==> config.mk <==
export PLATFORM = sky130hd
export DESIGN_NAME = lzc_front
export DESIGN_NICKNAME = d
export VERILOG_FILES = /design/src/rtl/lzc_pkg.sv /design/src/rtl/lzc_front.sv
export SDC_FILE = /design/constraint.sdc
export NUM_CORES = 1
export LEC_CHECK = 0
export ABC_AREA = 0
export ABC_CLOCK_PERIOD_IN_PS = 7500
export BUFFER_PORTS_ARGS = -buffer_cell sky130_fd_sc_hd__buf_4
export CAP_MARGIN = 20
export CORE_ASPECT_RATIO = 1.1
export CORE_MARGIN = 5
export CORE_UTILIZATION = 43
export CTS_CLUSTER_SIZE = 16
export DETAILED_ROUTE_END_ITERATION = 16
export PLACE_DENSITY_LB_ADDON = 0.08
export SETUP_SLACK_MARGIN = 0.4
export SYNTH_ARGS = -nofsm -noshare
export SYNTH_HDL_FRONTEND = slang
export SYNTH_SLANG_ARGS = --single-unit
==> constraint.sdc <==
create_clock -name i_clk -period 7.5 [get_ports i_clk]
set_input_delay 1.125 -clock i_clk [delete_from_list [all_inputs] [get_ports i_clk]]
set_output_delay 1.125 -clock i_clk [all_outputs]
set_load 0.005 [all_outputs]
==> src/rtl/lzc_pkg.sv <==
`default_nettype none

package lzc_pkg;

    localparam int DEF_ELEMENT_BITS  = 8;
    localparam int DEF_SOURCE_DEPTH  = 65536;
    localparam int DEF_HISTORY_DEPTH = 65536;

    localparam int CMD_W   = 2;
    localparam int FIELD_W = 16;
    localparam int BYTE_W  = 8;
    localparam int STEP_W  = 4;

    // Command queue entry without the element: cmd, addr, length, length mod
    // history depth, offset mod history depth.
    localparam int Q_FIX_W = CMD_W + 4 * FIELD_W;
    localparam int Q_DEPTH = 2;
    localparam int RES_W   = BYTE_W + FIELD_W;
    localparam int RES_DEPTH = 2;

    typedef enum logic [1:0] {
        CMD_LOAD    = 2'd0,
        CMD_LITERAL = 2'd1,
        CMD_MATCH   = 2'd2,
        CMD_READ    = 2'd3
    } t_cmd;

    typedef enum logic [1:0] {
        F_IDLE,
        F_REDUCE,
        F_PUSH
    } t_front_state;

    typedef enum logic [2:0] {
        B_IDLE,
        B_COPY,
        B_DRAIN,
        B_RDWAIT,
        B_RESULT
    } t_back_state;

    // Number of restoring subtract steps that bring a 16-bit value below d.
    // Power-of-two depths reduce with a mask and need none.
    function automatic int red_steps(input int unsigned d);
        int n;
        n = 0;
        if ((d & (d - 1)) != 0) begin
            for (int k = 0; k < 16; k++) begin
                if ((64'(d) << k) <= 64'd65535) begin
                    n = k + 1;
                end
            end
        end
        return n;
    endfunction

    function automatic logic [FIELD_W-1:0] mod_fast(input logic [FIELD_W-1:0] x,
                                                    input int unsigned d);
        logic [FIELD_W-1:0] r;
        r = x;
        if (((d & (d - 1)) == 0) && (d <= 65536)) begin
            r = x & FIELD_W'(d - 1);
        end
        return r;
    endfunction

    function automatic logic [FIELD_W-1:0] mod_step(input logic [FIELD_W-1:0] x,
                                                    input int unsigned d,
                                                    input logic [STEP_W-1:0] k);
        logic [31:0]        dk;
        logic [FIELD_W-1:0] r;
        dk = 32'(d) << k;
        r  = x;
        if ((dk <= 32'h0000_FFFF) && ({16'd0, x} >= dk)) begin
            r = x - dk[FIELD_W-1:0];
        end
        return r;
    endfunction

endpackage

`default_nettype wire

==> src/rtl/lzc_front.sv <==
`default_nettype none

module lzc_front #(
    parameter int ELEMENT_BITS  = 8,
    parameter int SOURCE_DEPTH  = 65536,
    parameter int HISTORY_DEPTH = 65536
) (
    input  logic                                      i_clk,
    input  logic                                      i_rst_n,
    input  logic                                      i_push,
    output logic                                      o_full,
    input  logic [lzc_pkg::CMD_W-1:0]                 i_cmd,
    input  logic [lzc_pkg::FIELD_W-1:0]               i_addr,
    input  logic [lzc_pkg::BYTE_W-1:0]                i_data,
    input  logic [lzc_pkg::FIELD_W-1:0]               i_copy_length,
    input  logic [lzc_pkg::FIELD_W-1:0]               i_match_offset,
    input  logic                                      i_q_full,
    output logic                                      o_q_push,
    output logic [lzc_pkg::Q_FIX_W+ELEMENT_BITS-1:0]  o_q_data
);

    import lzc_pkg::*;

    localparam int S_STEPS = red_steps(SOURCE_DEPTH);
    localparam int H_STEPS = red_steps(HISTORY_DEPTH);
    localparam int NSTEPS  = (S_STEPS > H_STEPS) ? S_STEPS : H_STEPS;
    localparam logic [STEP_W-1:0] LAST_STEP = (NSTEPS > 0) ? STEP_W'(NSTEPS - 1) : '0;

    t_front_state            r_state, n_state;
    logic [STEP_W-1:0]       r_step, n_step;
    t_cmd                    r_cmd, n_cmd;
    logic [FIELD_W-1:0]      r_addr, n_addr;
    logic [ELEMENT_BITS-1:0] r_data, n_data;
    logic [FIELD_W-1:0]      r_len, n_len;
    logic [FIELD_W-1:0]      r_lenm, n_lenm;
    logic [FIELD_W-1:0]      r_off, n_off;
    int unsigned             held_addr_depth;
    int unsigned             in_addr_depth;

    // Reads address the history memory, everything else the source memory.
    assign held_addr_depth = (r_cmd == CMD_READ) ? HISTORY_DEPTH : SOURCE_DEPTH;
    assign in_addr_depth   = (t_cmd'(i_cmd) == CMD_READ) ? HISTORY_DEPTH : SOURCE_DEPTH;

    assign o_q_data = {r_cmd, r_addr, r_len, r_lenm, r_off, r_data};

    always_comb begin
        n_state  = r_state;
        n_step   = r_step;
        n_cmd    = r_cmd;
        n_addr   = r_addr;
        n_data   = r_data;
        n_len    = r_len;
        n_lenm   = r_lenm;
        n_off    = r_off;
        o_q_push = 1'b0;
        o_full   = 1'b1;

        unique case (r_state)
            F_IDLE: begin
                o_full = 1'b0;
            end
            F_REDUCE: begin
                n_addr = mod_step(r_addr, held_addr_depth, r_step);
                n_lenm = mod_step(r_lenm, HISTORY_DEPTH, r_step);
                n_off  = mod_step(r_off, HISTORY_DEPTH, r_step);
                if (r_step == '0) begin
                    n_state = F_PUSH;
                end else begin
                    n_step = r_step - 1'b1;
                end
            end
            F_PUSH: begin
                if (!i_q_full) begin
                    o_q_push = 1'b1;
                    o_full   = 1'b0;
                    n_state  = F_IDLE;
                end
            end
            default: begin
                n_state = F_IDLE;
            end
        endcase

        if (i_push && !o_full) begin
            n_cmd   = t_cmd'(i_cmd);
            n_addr  = mod_fast(i_addr, in_addr_depth);
            n_data  = ELEMENT_BITS'(i_data);
            n_len   = i_copy_length;
            n_lenm  = mod_fast(i_copy_length, HISTORY_DEPTH);
            n_off   = mod_fast(i_match_offset, HISTORY_DEPTH);
            n_step  = LAST_STEP;
            n_state = (NSTEPS > 0) ? F_REDUCE : F_PUSH;
        end
    end

    always_ff @(posedge i_clk) begin
        if (!i_rst_n) begin
            r_state <= F_IDLE;
            r_step  <= '0;
        end else begin
            r_state <= n_state;
            r_step  <= n_step;
        end
    end

    always_ff @(posedge i_clk) begin
        r_cmd  <= n_cmd;
        r_addr <= n_addr;
        r_data <= n_data;
        r_len  <= n_len;
        r_lenm <= n_lenm;
        r_off  <= n_off;
    end

endmodule

`default_nettype wire

==> results of run 1 <==
-- routing by layer --
metal	wire length, µm	global-route usage
met3	624	0.0680
met1	1270	0.133
met2	2280	0.254
met4	79	0.0815
met5	0	0
-- registers in the layout (all words and copies together), names as in the netlist --
signal,flops
r_addr,16
r_len,16
r_off,16
r_data,8
r_cmd,2
r_state,1
-- where the power goes --
| group | internal, W | switching [W] | leakage (nW) |
|---|---|---|---|
| clock | 0.000117 | 0.000105 | 0.0792 |
| combinational | 0.0000473 | 0.0000246 | 0.685 |
| sequential | 0.000386 | 0.00000617 | 0.569 |
| total | 0.000550 | 0.000136 | 1.33 |
-- metrics by stage --
step	worst slack (ns)	hold slack (ns)	instances	total power, W
4_1_cts	4.84	0.633	271	0.000696
2_1_floorplan	3.16	0.562	79	0.000416
3_3_place_gp	4.78	0.587	255	0.000470
5_1_grt	4.84	0.671	271	0.000715
3_5_place_dp	4.69	0.613	255	0.000472
6_report	4.84	0.627	271	0.000685
-- final cells by class --
type / count / area [µm²] / area share
clock buffers: 12 / 135 / 0.0442
clock inverters: 4 / 17.5 / 0.00573
multi-input cells: 4 / 37.5 / 0.0123
flip-flops and latches: 59 / 1760 / 0.577
well taps: 54 / 67.6 / 0.0221
repair buffers: 138 / 1040 / 0.339
-- cell families after synthesis --
logic type,count (synthesis),share of synthesized area
AO/OA/AOI/OAI,1,0.00393
buffers and inverters,16,0.0628
AND/OR/NAND/NOR,3,0.0118
flip-flops,59,0.921
-- layout by cell type, fill, tap and decap left out --
| cell type | count |
|---|---|
| dfxtp_1 | 1 |
| buf_4 | 138 |
| and2_4 | 1 |
| clkinv_2 | 2 |
| clkbuf_8 | 9 |
| clkinv_1 | 2 |
| edfxtp_1 | 58 |
| nor2b_4 | 1 |
| and2b_1 | 1 |
| clkbuf_1 | 3 |
| o21a_1 | 1 |
-- worst max-delay path, cell delays in order --
cell and delay (ns):
buf_4 0.11, and2_4 0.16, buf_4 0.13
-- path summary, 6_finish.rpt --
| path | from | to | slack (ns) | cells after the start |
|---|---|---|---|---|
| setup / recovery | i_q_full | o_full | 4.84 | 3 |
| hold / removal | r_state[1] | r_state[1] | 0.63 | 2 |
| setup reg to reg | r_state[1] | r_len[5] | 5.66 | 3 |
| hold reg to reg | r_state[1] | r_state[1] | 0.63 | 2 |
==> results_dict.tcl, run 1 <==
set metrics [dict create \
    cts.sinks 59 \
    finalClockSkew_ns 0.00285 \
    rsz0062_at_grt "false" \
    cts_buffers 9 \
    syn_area_per_cell_um2 24.2 \
    grt_pass1_vias 1223 \
    core.rowCount 25 \
    wl_per_cell_um 15.7 \
    synth-edff-count 58 \
    h-tree-depth 3 \
    cts_tree "built" \
    start_util 0.443 \
    finalHoldViolations 0 \
    final.setup.tns_ns 0 \
    gp_congestion 0.720 \
    drive_above_1_share 0.696 \
    crit_arrival_ns 1.53 \
    avgViaCountPerCell 4.36 \
    dr.pass1.iters 3 \
    critPathRequiredTime_ns 6.38 \
    clk_latency_ns 0.31 \
    maxSlewViolCount 0 \
    cts.repair.resized 0 \
    syn_inst 79 \
    synth_top_area_cell "edfxtp_1" \
    portBuffers 137 \
    synth_most_common_cell "edfxtp_1" \
    peakVddDrop_uv 145 \
    fin_util 0.708 \
    gr-total-overflow 0 \
    syn_nets 141 \
    nNetsFinal 274 \
    hold_buffers 0 \
    leakagePower_nw 1.33 \
    fillCellCount 323 \
    cts_setup_buffers 0 \
    synth_common_cells "edfxtp_1, buf_4" \
    grt_max_degree 39 \
    core-area_mm2 0.00432 \
    setup_viol 0 \
    path_class "in2out" \
    postPlaceCellArea_mm2 0.00290 \
    pin_count 138 \
    async_flop_share 0 \
    ys_types 7 \
    crit_fanout 3 \
    drtAntennaViolNets 0 \
    slew-limit-headroom 0.602 \
    chipWidth_um 73.6 \
    cap_violations 0 \
    status "finished, final reports clean" \
    synth-seq-cells 59 \
    yosysWarnings 0 \
    dieArea_mm2 0.00588 \
    min_period_ns 2.66 \
    design_area_mm2 0.00306 \
    diodes 0 \
    num_vias 1182 \
    drt_iter0_drc 44 \
    yosys.area.top_type_share 0.911 \
    path_clk_slew_ns 0.06 \
    clockRootBuffer "clkbuf_8" \
    worstSetupEndpointType "output port" \
    powerDensity_mw_per_mm2 224 \
    track_usage 0.145 \
    crit_path_start_kind "input pin" \
    tightest_slew_ns 0.596 \
    die-height_um 79.9 \
    fmax_mhz 377 \
    yosysSeqAreaShare 0.921 \
    hold_path_class "reg2reg" \
    period_share 0.354 \
    drc 0 \
    cts.path.max_buffers 2 \
    antenna_found_initial 0 \
    syn2layout_area_growth_pct 59.8 \
    yosys_most_used_dff "edfxtp_1" \
    ys_top_cells_by_area "edfxtp_1, buf_4, dfxtp_1" \
    syn_area_mm2 0.00191 \
    grt_pass1_wl_um 6000 \
    wl_um 4260 \
]
Note: power is estimated with default switching activity, not from simulation.
==> inputs of run 2 (changes only) <==
--- a/config.mk
+++ b/config.mk
@@ -6,12 +6,12 @@
 export NUM_CORES = 1
 export LEC_CHECK = 0
 export ABC_AREA = 0
-export ABC_CLOCK_PERIOD_IN_PS = 7500
+export ABC_CLOCK_PERIOD_IN_PS = 2300
 export BUFFER_PORTS_ARGS = -buffer_cell sky130_fd_sc_hd__buf_4
 export CAP_MARGIN = 20
 export CORE_ASPECT_RATIO = 1.1
 export CORE_MARGIN = 5
-export CORE_UTILIZATION = 43
+export CORE_UTILIZATION = 36
 export CTS_CLUSTER_SIZE = 16
 export DETAILED_ROUTE_END_ITERATION = 16
 export PLACE_DENSITY_LB_ADDON = 0.08
==> constraint.sdc (replaced) <==
create_clock -name i_clk -period 2.3 [get_ports i_clk]
set_input_delay 0.345 -clock i_clk [delete_from_list [all_inputs] [get_ports i_clk]]
set_output_delay 0.345 -clock i_clk [all_outputs]
set_load 0.005 [all_outputs]
==> run 2 against run 1 <==
Against the previous run:
- worst setup slack worse by 3.8 ns
- first-iteration DRC count increased by 68%
- non-clock buffer count is 1 higher
- clock power grew to 3.1 times the previous value
- sequential power grew to 3.3 times the previous value
- power grew to 3.2 times the previous value
- combinational power grew to 3.3 times the previous value
- flip-flop and latch count stayed put
- routed wire length is 0.96% lower
- global-route usage decreased by 2.3 points
- via count decreased by 2.4%
- critical path type is now reg2reg
- largest cell class unchanged
==> results_dict.tcl, run 2 (synthesized netlist as in run 1, its figures left out) <==
set metrics [dict create \
    start_util 0.377 \
    cts.sinks 59 \
    peakVddDrop_uv 431 \
    h-tree-depth 3 \
    grt_pass1_vias 1236 \
    antenna_found_initial 0 \
    power.total_w 0.00221 \
    dieArea_mm2 0.00687 \
    gr-total-overflow 0 \
    nNetsFinal 275 \
    p_seq_frac 0.578 \
    clockRootBuffer "clkbuf_8" \
    slew-limit-headroom 0.753 \
    min_period_ns 1.25 \
    finalClockSkew_ns 0.00308 \
    setup_viol 0 \
    hold_slack_ns 0.204 \
    core.rowCount 27 \
    use_met3 0.0769 \
    tightest_slew_ns 0.371 \
    chipWidth_um 79.5 \
    drtAntennaViolNets 0 \
    worstSetupEndpointType "flop" \
    gp_congestion 0.668 \
    final_cell_mix "buf_4, edfxtp_1, clkbuf_8, clkbuf_1" \
    core-area_mm2 0.00507 \
    fin_ws_ns 1.05 \
    leakagePower_nw 1.33 \
    wl_per_cell_um 15.4 \
    path_class "reg2reg" \
    crit_fanout 30 \
    num_vias 1154 \
    mostFrequentLayoutCell "buf_4" \
    dr.pass1.iters 4 \
    met1_usage 0.114 \
    final.setup.tns_ns 0 \
    cts.path.max_buffers 2 \
    internal_power_w 0.00178 \
    powerDensity_mw_per_mm2 724 \
    wl_um 4210 \
    cts_setup_buffers 0 \
    grt_max_degree 31 \
    pin_count 138 \
    drt_iter0_drc 74 \
    drc 0 \
    status "finished, final reports clean" \
    crit_arrival_ns 1.23 \
    syn2layout_area_growth_pct 59.8 \
    diodes 0 \
    avgViaCountPerCell 4.23 \
    cts_tree "built" \
    pwr-share-clk 0.315 \
    rsz0062_at_grt "false" \
    finalHoldViolations 0 \
    top_usage_layer "met2" \
    maxSlewViolCount 0 \
    drive_above_1_share 0.698 \
    swShare 0.193 \
    use_met2 0.195 \
    clk_latency_ns 0.31 \
    combPwrFrac 0.107 \
    cts.repair.resized 0 \
    cap_violations 0 \
    hold_path_class "in2reg" \
    track_usage 0.122 \
    top_regs "r_addr: 16 flops, r_len: 16 flops, r_off: 16 flops" \
    crit_path_start_kind "flop" \
    fmax_mhz 798 \
    critPathRequiredTime_ns 2.27 \
    grt_pass1_wl_um 5950 \
    portBuffers 137 \
    path_clk_slew_ns 0.06 \
    period_share 0.545 \
    cts_buffers 9 \
    postPlaceCellArea_mm2 0.00292 \
    pre_cts_ws_ns 0.851 \
    design_area_mm2 0.00305 \
    switchingPower_w 0.000427 \
    hold_buffers 0 \
    die-height_um 86.4 \
]
run 2: worst paths after layout:
| check | startpoint | slack (ns) | cells past startpoint | end |
|---|---|---|---|---|
| worst max-delay path | r_state[1] | 1.05 | 3 | r_len[5] |
| worst min-delay path | i_addr[5] | 0.20 | 1 | r_addr[5] |
| worst max register to register | r_state[1] | 1.05 | 3 | r_len[5] |
| worst min register to register | r_state[1] | 0.61 | 2 | r_state[1] |
run 2: power by group through the flow:
stage / sequential [W] / combinational, W / clock, W
2_1_floorplan: 0.00131 / 0.0000474 / 0
3_3_place_gp: 0.00130 / 0.000236 / 0
3_5_place_dp: 0.00130 / 0.000241 / 0
4_1_cts: 0.00128 / 0.000241 / 0.000727
5_1_grt: 0.00128 / 0.000253 / 0.000783
6_report: 0.00128 / 0.000235 / 0.000697
run 2: critical path, cell delays in order (launching register included):
cell and delay [ns]:
dfxtp_1 0.31, and2_4 0.15, nor2b_4 0.10, buf_4 0.35
run 2: layer usage:
metal	part of all wire	vias up
met1	0.31	525
met5	0	-
met4	0.0050	0
met3	0.15	2
li1	-	549
met2	0.54	78
run 2: layout make-up:
| cell class | count | area, µm² |
|---|---|---|
| clock buffers | 12 | 135 |
| clock inverters | 1 | 3.75 |
| fillers | 404 | 2010 |
| multi-input cells | 4 | 37.5 |
| flip-flops and latches | 59 | 1760 |
| well taps | 58 | 72.6 |
| repair buffers | 139 | 1040 |
run 2: stage by stage:
step | std cells | util
floorplan | 79 | -
global placement | 260 | 0.575
detailed placement | 260 | 0.575
CTS | 273 | 0.603
global route | 273 | 0.603
finish | 273 | 0.603
