<file path="config.mk">
export PLATFORM = sky130hd
export DESIGN_NAME = lzc_fifo
export DESIGN_NICKNAME = d
export VERILOG_FILES = /design/src/rtl/lzc_fifo.sv
export SDC_FILE = /design/constraint.sdc
export NUM_CORES = 1
export LEC_CHECK = 0
export ABC_AREA = 1
export BUFFER_PORTS_ARGS = -buffer_cell sky130_fd_sc_hd__buf_2
export CAP_MARGIN = 20
export CORE_ASPECT_RATIO = 0.8
export CORE_UTILIZATION = 35
export CTS_CLUSTER_DIAMETER = 40
export DETAILED_ROUTE_END_ITERATION = 8
export PLACE_DENSITY = 0.66
export SLEW_MARGIN = 25
export SYNTH_ARGS = -nofsm -noshare
export SYNTH_HDL_FRONTEND = slang
export SYNTH_SLANG_ARGS = --single-unit
</file>
<file path="constraint.sdc">
create_clock -name i_clk -period 1.6 [get_ports i_clk]
set_clock_uncertainty 0.1 [all_clocks]
set_input_delay 0.16 -clock i_clk [delete_from_list [all_inputs] [get_ports i_clk]]
set_output_delay 0.16 -clock i_clk [all_outputs]
set_load 0.02 [all_outputs]
</file>
<file path="src/rtl/lzc_fifo.sv">
`default_nettype none

module lzc_fifo #(
    parameter int WIDTH = 8,
    parameter int DEPTH = 2
) (
    input  logic             i_clk,
    input  logic             i_rst_n,
    input  logic             i_push,
    input  logic [WIDTH-1:0] i_data,
    output logic             o_full,
    input  logic             i_pop,
    output logic [WIDTH-1:0] o_data,
    output logic             o_empty
);

    localparam int PW = (DEPTH > 1) ? $clog2(DEPTH) : 1;
    localparam int CW = $clog2(DEPTH + 1);

    logic [WIDTH-1:0] r_mem [DEPTH];
    logic [PW-1:0]    r_wr, n_wr;
    logic [PW-1:0]    r_rd, n_rd;
    logic [CW-1:0]    r_cnt, n_cnt;
    logic             do_push;
    logic             do_pop;

    function automatic logic [PW-1:0] ptr_inc(input logic [PW-1:0] p);
        return (p == PW'(DEPTH - 1)) ? '0 : p + 1'b1;
    endfunction

    assign o_full  = (r_cnt == CW'(DEPTH));
    assign o_empty = (r_cnt == '0);
    assign o_data  = r_mem[r_rd];
    assign do_push = i_push && !o_full;
    assign do_pop  = i_pop && !o_empty;

    always_comb begin
        n_wr  = do_push ? ptr_inc(r_wr) : r_wr;
        n_rd  = do_pop ? ptr_inc(r_rd) : r_rd;
        n_cnt = r_cnt;
        unique case ({do_push, do_pop})
            2'b10:   n_cnt = r_cnt + 1'b1;
            2'b01:   n_cnt = r_cnt - 1'b1;
            default: n_cnt = r_cnt;
        endcase
    end

    always_ff @(posedge i_clk) begin
        if (!i_rst_n) begin
            r_wr  <= '0;
            r_rd  <= '0;
            r_cnt <= '0;
        end else begin
            r_wr  <= n_wr;
            r_rd  <= n_rd;
            r_cnt <= n_cnt;
        end
    end

    always_ff @(posedge i_clk) begin
        if (do_push) begin
            r_mem[r_wr] <= i_data;
        end
    end

endmodule

`default_nettype wire

</file>
==> run_results.csv, run 1 <==
group,metric,value,unit
yosys,synth_fa_ha_area_share,1.49,%
yosys,synth_xor_area_share,0,%
yosys,synth_top_family_by_area,"simple AND/OR/NAND/NOR gates",
floorplanning,top_level_ports,22,
yosys,yosys.area.top_type,"edfxtp_1",
timing,tightest_slew,325,ps
floorplanning,fp-row-count,15,
yosys,ys_seq_elements,21,
grt,grt-ovfl-total,0,
placement,dp_hpwl,938,um
detailed_routing,detail_route.wl_per_cell,11.1,um
setup_path,cp_max_fo,8,
setup_path,cp_slowest_stage_delay,450,ps
setup_path,r2r_slack,130,ps
floorplanning,initial_core_util,37.9,%
cts,cts_made_buffers,3,
finish,syn2layout_area_growth,33.2,%
grt,grt_pass1_vias,530,
cts,cts_tree,"done",
yosys,netlist_instances,65,
yosys,synthTopCellsByArea,"edfxtp_1 57%, dfxtp_1 12%, mux2_2 11%",
setup_path,rr_worst_depth,10,
cts,clockBufferDepth,2,
grt,grt_usage,11.8,%
worst_hold_path,hold_path_class,"input pin to flip-flop",
floorplanning,dieArea,0.00260,mm^2
setup_path,cp_num_buf_inv,1,
detailed_routing,drcViolationCount,2,
timing,hold_viol_final,0,
timing,finalSetupViolations,0,
timing,post-route-period-util,95.0,%
cts,cts.sinks,21,
yosys,synth-compound-area-share,1.19,%
detailed_routing,vias,551,
detailed_routing,drt_iter0_drc,15,
setup_path,cp.required,1340,ps
setup_path,cp.depth,2,
detailed_routing,totalWireLength,1390,um
finish,drive_above_1_share,45.0,%
cts,insertion_delay,290,ps
finish,fin_nets,114,
yosys,syn-num-nets,78,
placement,portBuffers,21,
setup_path,r2r_end,"r_cnt[1]",
job,cap_violations,0,
placement,gp_congestion,0.634,
setup_path,rr_startpoint,"r_cnt[1]",
yosys,netlist_area,840,um^2
finish,fin_area,0.00112,mm^2
timing,final-max-slew-violation-count,0,
timing,fin_setup_tns,0,ps
setup_path,worstPathArrival,1260,ps
detailed_routing,drt_pass1_iterations,5,
pwr,power.density,1260,mW/mm^2
yosys,yosysUniqueCellTypes,16,
setup_path,crit_end,"o_data[0]",
yosys,ys_warn_count,0,
grt,antenna_found_initial,0,
finish,diodes,0,
timing,period_needed,1520,ps
pwr,leakage,0.473,nW
setup_path,cp_slowest_cell,"dfxtp_2",
floorplanning,core_area,0.00221,mm^2
setup_path,cp_cell_sequence,"mux2_2 -> buf_2",
floorplanning,die-height,45.8,um
setup_path,critPathTopFamily,"flip-flops",
timing,slew_headroom,78.3,%
yosys,avgSynthCellArea,12.9,um^2
timing,timing.fmax,0.658,GHz
setup_path,start_kind,"flip-flop",
yosys,synth_top_area_share,57.2,%
cts,cts_root_buf,"clkbuf_4",
status,status,"finished with violations",
floorplanning,die_w,56.8,um
detailed_routing,ant_nets,0,
setup_path,end_kind,"primary output",
yosys,muxShareOfSynthArea,10.7,%
timing,holdWs,67.0,ps
status,violations,"design-rule violations",
timing,rsz0062_at_grt,"false",
detailed_routing,vias_per_cell,4.41,
pwr,peakVddDrop,0.000855,V
grt,grt_max_degree,13,
cts,clk_pin_slew,110,ps
grt,grt_pass1_wl,2170,um
yosys,seq_area_frac_synth,69.2,%
yosys,yosys.area_share.simple,12.8,%
placement,placed_area,978,um^2
cts,ctsHtreeMaxLevel,1,
setup_path,crit_type,"flip-flop to primary output",
[layout by cell type, fill, tap and decap left out, drive strengths merged]
cell         instances
a21oi                1
buf                 23
clkbuf               3
clkinv               1
dfxtp                5
dlygate4sd3          9
edfxtp              16
ha                   1
inv                  9
mux2                 8
nand2                8
nand3                1
nand4                1
nor2                13
o21ai                1
[tightest hold or removal path, cell delays in order]
cell     delay, ps
buf_2           90
nand3_1         70
nand2_1         70
nor2_1          50
[routing by layer]
| layer | vias to the layer above | global-route usage, % | share of wire [%] |
|---|---|---|---|
| met4 | 0 | 4.88 | 1.9 |
| met1 | 243 | 12.2 | 42 |
| met3 | 4 | 6.82 | 8.1 |
| met2 | 19 | 20.2 | 48 |
| li1 | 285 | - | - |
| met5 | - | 0 | 0 |
[cell usage after synthesis]
master / instances
nand3_1: 1
inv_1: 7
a21oi_1: 1
nand2_1: 7
dfxtp_1: 5
buf_2: 1
inv_2: 2
mux2_2: 8
o21ai_0: 1
nand4_1: 1
nor2_1: 9
nor2_4: 1
nor2_2: 3
ha_1: 1
nand2_2: 1
edfxtp_1: 16
[worst min path at each step]
stage	slack, ps	cells after the start	end	start
finish	70	4	flip-flop	i_pop
global route	70	4	r_rd	i_pop
CTS	60	4	flip-flop	i_pop
detailed placement	250	1	r_mem[0][5]	i_data[5]
global placement	250	1	r_mem[0][5]	i_data[5]
floorplan	160	0	r_mem[0][0]	i_data[0]
[flip-flops by register name (all words and copies together) (netlist names), named ones only]
register / flops
r_rd: 1
r_mem: 16
r_cnt: 2
r_wr: 1
[where the power goes]
| group | leakage (nW) | switching, mW | internal [mW] |
|---|---|---|---|
| logic | 0.264 | 0.252 | 0.189 |
| clock network | 0.0177 | 0.154 | 0.0931 |
| registers | 0.192 | 0.0483 | 0.671 |
[cell type report]
type | instances | area (um^2)
inverter | 9 | 33.8
timing repair buffer | 32 | 210
clock inverter | 1 | 5.00
multi-input combinational | 34 | 233
clock buffer | 3 | 22.5
sequential | 21 | 583
tap | 25 | 31.3
fill | 214 | 1100
[metrics by stage]
stage          setup WS, ps  power [mW]  cells  util, %
2_1_floorplan           111        1.02     65        -
3_3_place_gp            159        1.12    111     44.2
3_5_place_dp            118        1.13    111     44.2
4_1_cts                51.4        1.40    124     49.5
5_1_grt                11.6        1.49    125     50.5
6_report               79.3        1.41    125     50.5
[cells by family (layout without fill, tap and decap cells)]
family | Yosys count | after routing
muxes | 8 | 8
adders and majority gates | 1 | 1
buffers and inverters | 10 | 45
DFF | 21 | 21
and+or+nand+nor | 23 | 23
AOI/OAI and AO/OA | 2 | 2
[timing repair]
action	4_1_cts	5_1_grt
hold buffers	9	0
endpoints found under the setup margin	8	1
hold endpoints to repair	17	0
pin swaps	0	1
resized for setup	1	2
buffers inserted	0	1
Note: power is estimated with default switching activity, not from simulation.
==> run 2, diff against run 1 <==
--- a/config.mk
+++ b/config.mk
@@ -12,7 +12,7 @@
 export CORE_UTILIZATION = 35
 export CTS_CLUSTER_DIAMETER = 40
 export DETAILED_ROUTE_END_ITERATION = 8
-export PLACE_DENSITY = 0.66
+export PLACE_DENSITY = 0.68
 export SLEW_MARGIN = 25
 export SYNTH_ARGS = -nofsm -noshare
 export SYNTH_HDL_FRONTEND = slang
==> constraint.sdc (replaced) <==
create_clock -name i_clk -period 1.25 [get_ports i_clk]
set_clock_uncertainty 0.1 [all_clocks]
set_input_delay 0.125 -clock i_clk [delete_from_list [all_inputs] [get_ports i_clk]]
set_output_delay 0.125 -clock i_clk [all_outputs]
set_load 0.02 [all_outputs]
==> run 2 against run 1 <==
Net effect: the flow finishes with violations (design-rule violations, negative setup slack); register-to-register slack worse by 260 ps; flip-flop and latch count is the same; combinational power rose by 120%; count of clock-buffer cells in the layout did not move; setup slack got worse by 280 ps; non-clock buffer count increased by 7; via count rose by 6.4%; sequential share of layout area down 8.5 points; largest cell class unchanged.
==> run_results.csv, run 2 (synthesis gave the netlist of run 1 again) <==
group,metric,value,unit
finish,syn2layout_area_growth,60.4,%
timing,period_needed,1460,ps
pwr,combPwrFrac,44.1,%
placement,dp_hpwl,972,um
timing,post-route-period-util,116,%
cts,clockBufferDepth,2,
finish,final_util,60.8,%
timing,worst_slack,-205,ps
placement,dp_slack,-132,ps
pwr,p_seq_share,41.7,%
setup_path,crit_type,"flip-flop to primary output",
finish,layout_commonest_cell,"edfxtp_1",
grt,grt_pass1_wl,2370,um
pwr,power.density,1650,mW/mm^2
detailed_routing,vias,586,
finish,reg_top3,"r_mem: 16 flops, r_cnt: 2 flops",
finish,n_fill_cell,181,
finish,regMostFlops,"r_mem",
setup_path,start_kind,"flip-flop",
setup_path,cp_slowest_cell,"dfxtp_2",
cts,insertion_delay,290,ps
pwr,sw_frac_of_total,32.0,%
detailed_routing,drt_iter0_drc,7,
timing,rsz0062_at_grt,"true",
grt,grt_pass1_vias,549,
timing,timing.fmax,0.687,GHz
setup_path,worstPathArrival,1230,ps
finish,regArea,587,um^2
detailed_routing,drt_pass1_iterations,6,
detailed_routing,drcViolationCount,4,
timing,tightest_slew,169,ps
setup_path,cp.required,1020,ps
finish,diodes,0,
finish,largest_reg_flops,16,
detailed_routing,vias_per_cell,4.44,
setup_path,end_kind,"primary output",
setup_path,cp_cell_sequence,"buf_12 -> mux2_4 -> buf_6",
pwr,pwr-share-clk,14.2,%
pwr,leakage,0.570,nW
worst_hold_path,hp-start,"i_pop",
setup_path,rr_startpoint,"r_cnt[1]",
finish,final_cell_mix,"16 x edfxtp_1, 11 x buf_2, 10 x buf_6",
cts,ctsHtreeMaxLevel,1,
finish,multiInputGateArea,297,um^2
placement,gp_congestion,0.668,
cts,cts.sinks,21,
status,status,"finished with violations",
cts,cts_root_buf,"clkbuf_4",
timing,hold_viol_final,0,
grt,antenna_found_initial,0,
finish,fin_area,0.00135,mm^2
floorplanning,core_area,0.00221,mm^2
placement,portBuffers,21,
status,violations,"design-rule violations, negative setup slack",
setup_path,r2r_end,"r_cnt[1]",
setup_path,rr_worst_depth,10,
floorplanning,fp-row-count,15,
setup_path,cp_max_fo,8,
job,cap_violations,0,
finish,drive_above_1_share,57.9,%
finish,fin_nets,121,
detailed_routing,ant_nets,0,
grt,grt-ovfl-total,0,
timing,finalSetupViolations,12,
worst_hold_path,hold_path_class,"input pin to flip-flop",
pwr,internal-power,1.51,mW
detailed_routing,totalWireLength,1550,um
grt,grt_max_degree,13,
floorplanning,dieArea,0.00260,mm^2
placement,placed_area,0.00109,mm^2
pwr,peakVddDrop,0.00112,V
setup_path,cp_slowest_stage_delay,360,ps
pwr,p_sw,0.711,mW
floorplanning,die-height,45.8,um
grt,grt_usage,12.9,%
floorplanning,initial_core_util,37.9,%
cts,clk_pin_slew,110,ps
timing,slew_headroom,88.7,%
floorplanning,die_w,56.8,um
cts,cts_tree,"done",
floorplanning,top_level_ports,22,
timing,final-max-slew-violation-count,0,
cts,cts_made_buffers,3,
setup_path,r2r_slack,-130,ps
worst_hold_path,hold_depth,4,
detailed_routing,detail_route.wl_per_cell,11.8,um
-- run 2: changes by cell type in the layout (fill, tap and decap cells not counted), moves of 4 or more --
cell	previous run	this run
buf_2	21	11
buf_4	2	6
buf_6	0	10
inv_1	7	3
mux2_2	8	0
mux2_4	0	8
-- run 2: worst max-delay path by stage --
stage,start,to,slack [ps],cells past startpoint
2_1_floorplan,r_cnt[0],r_cnt[1],-80,10
3_3_place_gp,r_cnt[1],r_cnt[1],-70,10
3_5_place_dp,r_cnt[0],r_cnt[1],-130,10
4_1_cts,flip-flop,o_data[3],-220,3
5_1_grt,flip-flop,o_data[3],-270,3
6_report,flip-flop,o_data[3],-210,3
-- run 2: power by group through the flow --
stage               clock network (mW)  registers (mW)  logic, mW
finish                           0.315           0.925      0.980
global route                     0.359           0.934       1.05
CTS                              0.332           0.915      0.911
detailed placement                   0           0.930      0.708
global placement                     0           0.926      0.687
floorplan                            0           0.916      0.453
-- run 2: what timing repair did --
item	CTS	global route
endpoints found under the hold margin	21	0
resized for setup	28	11
buffers inserted	4	0
pin swaps	4	1
hold buffers	9	0
endpoints found under the setup margin	20	28
-- run 2: final cells by class --
class	instances	share of cell area [%]
clock inverter	1	0.372
multi-input combinational	34	22.0
inverter	9	3.07
tap	25	2.32
timing repair buffer	39	27.0
clock buffer	3	1.67
sequential	21	43.6
-- run 2: stage by stage --
stage	hold WS [ps]	instances	setup TNS, ps	power, mW
2_1_floorplan	124	65	-369	1.37
3_3_place_gp	214	116	-161	1.61
3_5_place_dp	217	116	-267	1.64
4_1_cts	21.4	132	-1880	2.16
5_1_grt	19.1	132	-2930	2.35
6_report	32.2	132	-1760	2.22
-- run 2: worst max-delay path: cells and delay by family, from the launching register on --
| kind | cells | cell delay, ps |
|---|---|---|
| muxes | 1 | 310 |
| DFF | 1 | 360 |
| buffers and inverters | 2 | 260 |
-- run 2: layer usage --
layer | vias up | global-route usage, % | wire [um]
li1 | 303 | - | -
met1 | 266 | 13.5 | 606
met2 | 17 | 24.0 | 849
met3 | 0 | 6.25 | 96
met4 | 0 | 2.93 | 0
met5 | - | 0 | 0
==> run 3, diff against run 2 <==
--- a/config.mk
+++ b/config.mk
@@ -8,9 +8,9 @@
 export ABC_AREA = 1
 export BUFFER_PORTS_ARGS = -buffer_cell sky130_fd_sc_hd__buf_2
 export CAP_MARGIN = 20
-export CORE_ASPECT_RATIO = 0.8
 export CORE_UTILIZATION = 35
 export CTS_CLUSTER_DIAMETER = 40
+export CTS_CLUSTER_SIZE = 8
 export DETAILED_ROUTE_END_ITERATION = 8
 export PLACE_DENSITY = 0.68
 export SLEW_MARGIN = 25
==> constraint.sdc (replaced) <==
create_clock -name i_clk -period 1.25 [get_ports i_clk]
set_clock_uncertainty 0.1 [all_clocks]
set_input_delay 0.125 -clock i_clk [delete_from_list [all_inputs] [get_ports i_clk]]
set_output_delay 0.125 -clock i_clk [all_outputs]
set_load 0.1 [all_outputs]
==> run 3 against run 2 <==
Net effect: the flow finishes with violations (negative setup slack); sequential power down 0.4%; hold slack better by 12 ps; die area about the same; global-route usage up 1.4 points.
==> run_results.csv, run 3 (synthesis gave the netlist of run 1 again) <==
group,metric,value,unit
status,status,"finished with violations",
status,violations,"negative setup slack",
cts,cts_tree,"done",
finish,fin_nets,126,
finish,fin_area,0.00148,mm^2
pwr,leakage,0.626,nW
finish,regMostFlops,"r_mem",
pwr,finalPower,2.98,mW
timing,period_needed,1490,ps
finish,drive_above_1_share,58.0,%
timing,tightest_slew,309,ps
timing,worst_slack,-236,ps
detailed_routing,detail_route.wl_per_cell,11.6,um
timing,holdWs,43.9,ps
placement,placed_area,0.00111,mm^2
finish,n_fill_cell,153,
grt,antenna_found_initial,0,
placement,dp_slack,-154,ps
placement,portBuffers,21,
finish,reg_top3,"r_mem: 16 flops, r_cnt: 2 flops",
job,cap_violations,0,
setup_path,cp_cell_sequence,"buf_12 -> mux2_4 -> buf_12",
setup_path,cp_slowest_cell,"dfxtp_2",
floorplanning,core_area,0.00223,mm^2
detailed_routing,totalWireLength,1620,um
floorplanning,die-height,51.0,um
finish,final_util,66.4,%
timing,hold_viol_final,0,
detailed_routing,ant_nets,0,
timing,slew_headroom,79.4,%
placement,placedCellCount,122,
setup_path,cp_num_buf_inv,2,
grt,met2_usage,27.0,%
setup_path,crit_type,"flip-flop to primary output",
finish,layout_commonest_cell,"edfxtp_1",
setup_path,start_kind,"flip-flop",
pwr,peakVddDrop,0.00167,V
floorplanning,top_level_ports,22,
setup_path,worstPathArrival,1260,ps
finish,syn2layout_area_growth,76.6,%
grt,use_met3,2.68,%
cts,insertion_delay,290,ps
cts,cts.sinks,21,
detailed_routing,vias_per_cell,4.41,
pwr,power.density,2010,mW/mm^2
setup_path,end_kind,"primary output",
detailed_routing,drcViolationCount,0,
setup_path,cp.required,1020,ps
cts,cts_root_buf,"clkbuf_4",
placement,dp_hpwl,1020,um
timing,post-route-period-util,119,%
grt,grt_usage,14.3,%
setup_path,critPathTopFamily,"flip-flops",
placement,gp_congestion,0.702,
timing,final-max-slew-violation-count,0,
grt,met1_usage,15.2,%
finish,diodes,0,
grt,grt_pass1_wl,2680,um
floorplanning,fp-row-count,17,
cts,clockBufferDepth,2,
setup_path,cp_slowest_stage_delay,350,ps
cts,cts_made_buffers,3,
finish,fin_cells,140,
timing,finalSetupViolations,20,
timing,fin_setup_tns,-2650,ps
setup_path,cp_max_fo,8,
detailed_routing,vias,618,
grt,grt-ovfl-total,0,
grt,grt_pass1_vias,638,
worst_hold_path,hold_path_class,"input pin to flip-flop",
floorplanning,die_w,51.0,um
detailed_routing,drt_pass1_iterations,2,
floorplanning,initial_core_util,37.6,%
floorplanning,dieArea,0.00260,mm^2
finish,largest_reg_flops,16,
cts,ctsHtreeMaxLevel,1,
grt,grt_max_degree,12,
detailed_routing,drt_iter0_drc,4,
finish,final_cell_mix,"16 x edfxtp_1, 11 x buf_2, 11 x buf_12",
timing,timing.fmax,0.673,GHz
timing,rsz0062_at_grt,"true",
setup_path,cpMostUsedCell,"buf_12",
cts,clk_pin_slew,100,ps
grt,grt_busiest_layer,"met2",
[run 3: timing repair]
item                                   in CTS  in global routing
gates resized for setup                    54                  8
endpoints found under the hold margin      19                  0
hold buffers                                9                  0
setup endpoints to repair                  28                 28
buffers inserted                            3                  3
pin swaps                                   7                  4
[run 3: cell type report]
type,instances,area [um^2],area share [%]
Sequential cell,21,587,39.6
Timing Repair Buffer,44,485,32.7
Multi-Input combinational cell,34,303,20.4
Inverter,9,46.3,3.12
Tap cell,28,35.0,2.36
Clock buffer,4,26.3,1.77
[run 3: path summary, 6_finish.rpt]
| path | startpoint | endpoint | slack (ps) | cells after the start |
|---|---|---|---|---|
| setup / recovery | flip-flop | o_data[6] | -240 | 3 |
| hold / removal | i_pop | flip-flop | 40 | 4 |
| hold reg to reg | r_rd | flip-flop | 400 | 2 |
| setup reg to reg | r_cnt[1] | r_cnt[1] | -160 | 10 |
[run 3: metal layers]
metal / wire length [um] / vias to the layer above
met3: 63 / 2
met5: 0 / -
met1: 711 / 286
met2: 834 / 17
li1: - / 313
met4: 11 / 0
[run 3: power breakdown]
| part | internal, mW | leakage [nW] | total, mW | switching, mW |
|---|---|---|---|---|
| Clock | 0.124 | 0.0150 | 0.307 | 0.183 |
| Combinational | 0.760 | 0.419 | 1.75 | 0.993 |
| Sequential | 0.864 | 0.192 | 0.921 | 0.0563 |
| Total | 1.75 | 0.626 | 2.98 | 1.23 |
[run 3: worst reg2reg max path, delay by kind of cell (launching register included)]
family        cells  cell delay (ps)
simple gates      6              400
flops             1              350
fa+ha+maj         1              280
buf+inv           3              200
